File: config.mk
export PLATFORM = sky130hd
export DESIGN_NAME = ccmc_ctrl
export DESIGN_NICKNAME = d
export VERILOG_FILES = /design/src/hdl/ccmc_pkg.sv /design/src/hdl/ccmc_ctrl.sv
export SDC_FILE = /design/constraint.sdc
export NUM_CORES = 1
export LEC_CHECK = 0
export BUFFER_PORTS_ARGS = -buffer_cell sky130_fd_sc_hd__buf_4
export CAP_MARGIN = 40
export CORE_AREA = 2 2 39 41
export CTS_BUF_LIST = sky130_fd_sc_hd__clkbuf_8
export DETAILED_ROUTE_END_ITERATION = 8
export DIE_AREA = 0 0 41 43
export SLEW_MARGIN = 20
export SYNTH_ARGS = -nofsm -noshare
export SYNTH_HDL_FRONTEND = slang
export SYNTH_SLANG_ARGS = --single-unit
export TNS_END_PERCENT = 30
File: constraint.sdc
create_clock -name clk -period 2.05 [get_ports clk]
set_input_delay 0.1025 -clock clk [delete_from_list [all_inputs] [get_ports clk]]
set_output_delay 0.1025 -clock clk [all_outputs]
set_load 0.005 [all_outputs]
File: src/hdl/ccmc_pkg.sv
// ----------------------------------------------------------------------------
// ccmc_pkg
// Shared types and constants for the minimum-coin table engine.
// ----------------------------------------------------------------------------
package ccmc_pkg;

	localparam int MAX_SUM     = 1023;
	localparam int DEPTH       = MAX_SUM + 1;
	localparam int IDX_W       = $clog2(DEPTH);
	localparam int CNT_W       = 11;
	localparam int COIN_W      = 16;
	localparam int TGT_W       = 10;
	localparam int OUT_CNT_W   = 10;
	localparam int CMP_W       = 17;
	localparam int COUNT_LIMIT = 1023;

	localparam logic [CNT_W-1:0] UNREACH = {CNT_W{1'b1}};

	localparam logic [1:0] REQ_CLEAR = 2'd0;
	localparam logic [1:0] REQ_ADD   = 2'd1;
	localparam logic [1:0] REQ_QUERY = 2'd2;

	typedef struct packed {
		logic [1:0]        req_type;
		logic [COIN_W-1:0] coin_value;
		logic [TGT_W-1:0]  target_sum;
	} in_item_t;

	typedef struct packed {
		logic                 reachable;
		logic [OUT_CNT_W-1:0] min_coins;
	} out_item_t;

	typedef enum logic [2:0] {
		ST_CLEAR,
		ST_IDLE,
		ST_WALK,
		ST_DRAIN,
		ST_QUERY
	} ccmc_state_t;

	typedef struct packed {
		logic clear_start;
		logic sweep_wr;
		logic load_walk;
		logic walk_issue;
		logic query_rd;
		logic out_load;
	} ccmc_cmd_t;

	typedef struct packed {
		logic coin_ok;
		logic idx_last;
		logic out_free;
	} ccmc_sts_t;

endpackage

File: src/hdl/ccmc_ctrl.sv
// ----------------------------------------------------------------------------
// ccmc_ctrl
// Sequencer for table clear sweeps, coin walks and query reads.
// ----------------------------------------------------------------------------
module ccmc_ctrl (
	input  logic                clk,
	input  logic                arst_n,
	input  logic                req_valid,
	input  logic [1:0]          req_type,
	output logic                req_ready,
	input  ccmc_pkg::ccmc_sts_t sts,
	output ccmc_pkg::ccmc_cmd_t cmd
);

	ccmc_pkg::ccmc_state_t state_q;
	ccmc_pkg::ccmc_state_t state_d;
	logic                  xfer;

	assign req_ready = (state_q == ccmc_pkg::ST_IDLE);
	assign xfer      = req_valid && req_ready;

	always_ff @(posedge clk or negedge arst_n) begin
		if (!arst_n) begin
			state_q <= ccmc_pkg::ST_CLEAR;
		end else begin
			state_q <= state_d;
		end
	end

	always_comb begin
		state_d = state_q;
		case (state_q)
			ccmc_pkg::ST_CLEAR: begin
				if (sts.idx_last) begin
					state_d = ccmc_pkg::ST_IDLE;
				end
			end
			ccmc_pkg::ST_IDLE: begin
				if (xfer) begin
					case (req_type)
						ccmc_pkg::REQ_CLEAR: state_d = ccmc_pkg::ST_CLEAR;
						ccmc_pkg::REQ_ADD: begin
							if (sts.coin_ok) begin
								state_d = ccmc_pkg::ST_WALK;
							end
						end
						ccmc_pkg::REQ_QUERY: state_d = ccmc_pkg::ST_QUERY;
						default: state_d = ccmc_pkg::ST_IDLE;
					endcase
				end
			end
			ccmc_pkg::ST_WALK: begin
				if (sts.idx_last) begin
					state_d = ccmc_pkg::ST_DRAIN;
				end
			end
			ccmc_pkg::ST_DRAIN: state_d = ccmc_pkg::ST_IDLE;
			ccmc_pkg::ST_QUERY: begin
				if (sts.out_free) begin
					state_d = ccmc_pkg::ST_IDLE;
				end
			end
			default: state_d = ccmc_pkg::ST_IDLE;
		endcase
	end

	always_comb begin
		cmd = '0;
		case (state_q)
			ccmc_pkg::ST_CLEAR: cmd.sweep_wr = 1'b1;
			ccmc_pkg::ST_IDLE: begin
				cmd.clear_start = xfer && (req_type == ccmc_pkg::REQ_CLEAR);
				cmd.load_walk   = xfer && (req_type == ccmc_pkg::REQ_ADD) && sts.coin_ok;
				cmd.query_rd    = xfer && (req_type == ccmc_pkg::REQ_QUERY);
			end
			ccmc_pkg::ST_WALK:  cmd.walk_issue = 1'b1;
			ccmc_pkg::ST_DRAIN: cmd = '0;
			ccmc_pkg::ST_QUERY: cmd.out_load = sts.out_free;
			default: cmd = '0;
		endcase
	end

endmodule

# After elaboration in Yosys (flattened, before gate mapping)

Cells that the tools add are included.

Equal/unequal tests: 10
Muxes and demuxes: 13
Reduce and logical (&&, ||, !) cells: 8

Operators with widths:

| cell                                                                   | number |
|---|---|
| 3-bit 2-to-1 mux                                                       | 5 |
| 3-bit one-hot mux with 4 select lines                                  | 1 |
| 3-bit one-hot mux with 3 select lines                                  | 1 |
| 1-bit 2-to-1 mux                                                       | 6 |
| 2-bit != test (second input constant)                                  | 3 |
| 1-bit logical AND                                                      | 5 |
| 5-bit AND reduction                                                    | 1 |
| 3-bit by 1-bit equality test with 1-bit output (second input constant) | 1 |
| 3-bit by 2-bit equality test with 1-bit output (second input constant) | 1 |
| 3-bit equality test (second input constant)                            | 1 |
| 3-bit logical NOT                                                      | 1 |
| 3-bit != test (second input constant)                                  | 1 |
| 2-bit by 1-bit equality test with 1-bit output (second input constant) | 1 |
| 2-bit equality test (second input constant)                            | 1 |
| 2-bit logical NOT                                                      | 1 |
| 2-bit by 1-bit != test with 1-bit output (second input constant)       | 1 |

Register bits: 3
Input port bits: 8
Output and inout bits: 7
Word-level logic and storage cells: 32

# Logic depth before layout (Yosys ltp)

Depth after elaboration: 5
Gate-level depth with buffers: 5

# Worst setup path after synthesis

OpenSTA, ideal clock, no wires.

Path kind: register to output
Start point: register state_q[2]
End point: output cmd[3] (netlist name)
Data arrival time: 1012 ps
Slack: 935 ps
Cell stages (with the launch flop): 6
Path buffers: 1
Path through: dfrtp_1 buf_6 nor2_2 nand2_2 nor3b_2 and3_1

RTL lines:

| what                   | line            | RTL |
|---|---|---|
| start, declared        | ccmc_ctrl.sv:15 | `ccmc_pkg::ccmc_state_t state_q;` |
| start signal, assigned | ccmc_ctrl.sv:24 | `state_q <= ccmc_pkg::ST_CLEAR;` |
| start signal, assigned | ccmc_ctrl.sv:26 | `state_q <= state_d;` |
| end, declared          | ccmc_ctrl.sv:12 | `output ccmc_pkg::ccmc_cmd_t cmd` |

==> results.md <==
* Num rows at 14
* Core box area at 1380 µm²
* Post-CTS Resized at 0
* Hpwl dp at 450 µm
* Rel. slew slack at 78.8%
* GRT Residual Overflow at 0
* Fill cells at 158
* Hold EP: state_q[1]$_DFFE_PN0P_
* Largest regs: state_q: 3 flops
* Pre-CTS worst setup slack at 737 ps
* Status: complete, no violations
* CTS tree: done
* Syn. warnings at 0
* Initial antenna violation count at 0
* Routed wire length at 672 µm
* Power per cell area at 1050 nW/µm²
* IO Pins at 15
* Most flop-heavy register: state_q
* HP Start: sts[2]
* Measured slew at the worst slew-check pin at 318 ps
* Diode count at 0
* Nets at 57
* Final Setup Violations at 0
* Post-CTS setup buffer count at 0
* Total Routing Usage GR at 10.6%
* Clk Latency, worst-skew pair at 220 ps
* Root Driver: clkbuf_8
* Antenna Nets Post-Route at 0
* Synth Instances at 31
* Via count at 284
* Max-slew violations at 0
* CTS buffer count at 3
* Worst Hold Depth at 2
* GPL Wtd Cong at 0.720
* CTS max path bufs at 2
* Reg2reg path depth at 4
* Required time worst endpoint at 1950 ps
* Max Freq at 656 MHz
* Reg clk slew, reported paths at 30 ps
* Post-synth cell types at 19
* Wire per inst at 10.5 µm
* DR vias/cell at 4.44
* RSZ-0062 raised after global routing: false
* Initial DRC Count at 4
* Largest net degree at the start of global routing at 11
* Setup TNS at 0 ps
* Hold WC Path Type: in -> reg
* Die Wd at 41 µm
* R2R Setup Slk at 880 ps
* Die height at 43 µm
* Ratio of cells with drive above 1 in the final layout at 41.7%
* Largest register FFs at 3
* LEAKAGE at 0.201 nW
* Skew final at 4.16 ps
* Initial Utilization at 18.4%
* Crit start category: flop
* CTS H-tree depth at 1
* Post-route setup slack at 526 ps
* WS Path Type: reg -> out
* Router iterations before antenna repair at 4
* Seq/Total Area, Yosys at 29.4%
* Final hold vios at 0
* Final core utilization at 29.8%
* First-pass GRT wire length at 1120 µm
* Vias in the first global route at 271
* Clock tree sinks at 3
* I/O Buffers at 14
* Critical Path Sink Type: primary output
* Worst vdd ir at 283 µV
* MaxCap Viol Count at 0
* Yosys reg bits at 3
* Fin crit share at 74.3%
* Sequential Area at 75.1 µm²
* Multi-input logic area at 154 µm²
* CP Max Fanout at 10
* Syn nets at 39
* Worst EP arrival at 1420 ps
* Die area at 1760 µm²
* Area grow syn2layout at 61.8%
* Worst R2R Start: state_q[0]$_DFFE_PN0P_
* Avg Cell Area, Syn at 8.23 µm²
* Area of the mapped netlist at 255 µm²
* Crit path time final at 1520 ps
* DRC Markers at 0
* Reg2reg end: state_q[0]$_DFFE_PN0P_
worst max path at each step:
stage	start	endpoint	depth (start not counted)	slack, ps
after floorplan	state_q[2]$_DFFE_PN0P_	cmd[3]	5	940
after global placement	state_q[1]$_DFFE_PN0P_	cmd[3]	5	760
after detailed placement	state_q[2]$_DFFE_PN0P_	cmd[3]	5	740
after CTS	state_q[2]$_DFFE_PN0P_	cmd[3]	5	500
after global routing	state_q[1]$_DFFE_PN0P_	cmd[3]	5	380
final	state_q[2]$_DFFE_PN0P_	cmd[3]	5	530
area by class of cell:
type,count,area share (%)
clock buffer,3,10.0
multi-input combinational,25,37.3
sequential,3,18.2
timing repair buffer,15,27.9
tap,16,4.85
clock inverter,1,0.909
inverter,1,0.909
per-stage QoR:
step           cells  total power [mW]  hold slack, ps  area, µm²
6_report          64             0.433             149        413
2_1_floorplan     31             0.215            -193        255
5_1_grt           64             0.471             159        413
4_1_cts           64             0.439             151        413
3_5_place_dp      59             0.262            -108        358
3_3_place_gp      59             0.259            -107        358
metal layers:
| metal | share of wire (%) | wire length [µm] | track usage, % | vias up |
|---|---|---|---|---|
| met4 | 6.5 | 44 | 14.0 | 0 |
| met3 | 10 | 68 | 3.66 | 5 |
| met2 | 39 | 264 | 11.3 | 18 |
| met1 | 44 | 295 | 13.2 | 118 |
| li1 | - | - | - | 143 |
| met5 | 0 | 0 | 0 | - |
repair_timing:
action | 4_1_cts | 5_1_grt
hold buffers | 1 | 0
hold endpoints to repair | 3 | 0
endpoints found under the setup margin | 0 | 0
kinds of logic after synthesis:
kind of cell,count (synthesis),synth area share (%)
DFF,3,29.4
buffers and inverters,3,10.3
AOI/OAI and AO/OA,7,15.7
and+or+nand+nor,18,44.6
synthesized netlist by cell type:
| library cell | count | share of area, % |
|---|---|---|
| nor3_1 | 2 | 3.9 |
| nor2_1 | 4 | 5.9 |
| nand2_2 | 1 | 2.5 |
| nor2b_1 | 1 | 2.5 |
| nand2_1 | 1 | 1.5 |
| buf_6 | 2 | 8.8 |
| and2b_1 | 1 | 2.9 |
| nor4bb_1 | 1 | 3.9 |
| o22ai_1 | 1 | 2.5 |
| a31o_1 | 1 | 3.4 |
| a21oi_1 | 4 | 7.8 |
| inv_1 | 1 | 1.5 |
| o21ai_0 | 1 | 2.0 |
| nor3b_1 | 3 | 8.8 |
| dfrtp_1 | 3 | 29 |
| nor3b_2 | 1 | 4.9 |
| and3_1 | 1 | 2.5 |
| nor2_2 | 1 | 2.5 |
| nand3b_1 | 1 | 2.9 |
power by group:
group / internal [mW] / total, mW / switching (mW)
Sequential: 0.0743 / 0.113 / 0.0385
Clock: 0.128 / 0.170 / 0.0423
Combinational: 0.0875 / 0.150 / 0.0626
Total: 0.290 / 0.433 / 0.143
placed cells by master (no fill, tap or decap):
cell           instances
nor3b_2                1
nor3_1                 2
nand2_1                1
inv_1                  2
nor4bb_1               1
nor2_1                 4
o22ai_1                1
buf_4                 14
nor2b_1                1
nor2_2                 1
nand2_2                1
and3_1                 1
o21ai_0                1
nand3b_1               1
and2b_1                1
clkbuf_8               3
dlygate4sd3_1          1
a31o_1                 1
a21oi_1                4
dfrtp_1                3
nor3b_1                3
critical path: stages, from the launching register on:
cell and delay, ps:
dfrtp_1 480, nor2_2 140, nand2_2 80, nor3b_2 230
and3_1 180, buf_4 100
No activity file was read; power rests on OpenSTA's default activity.
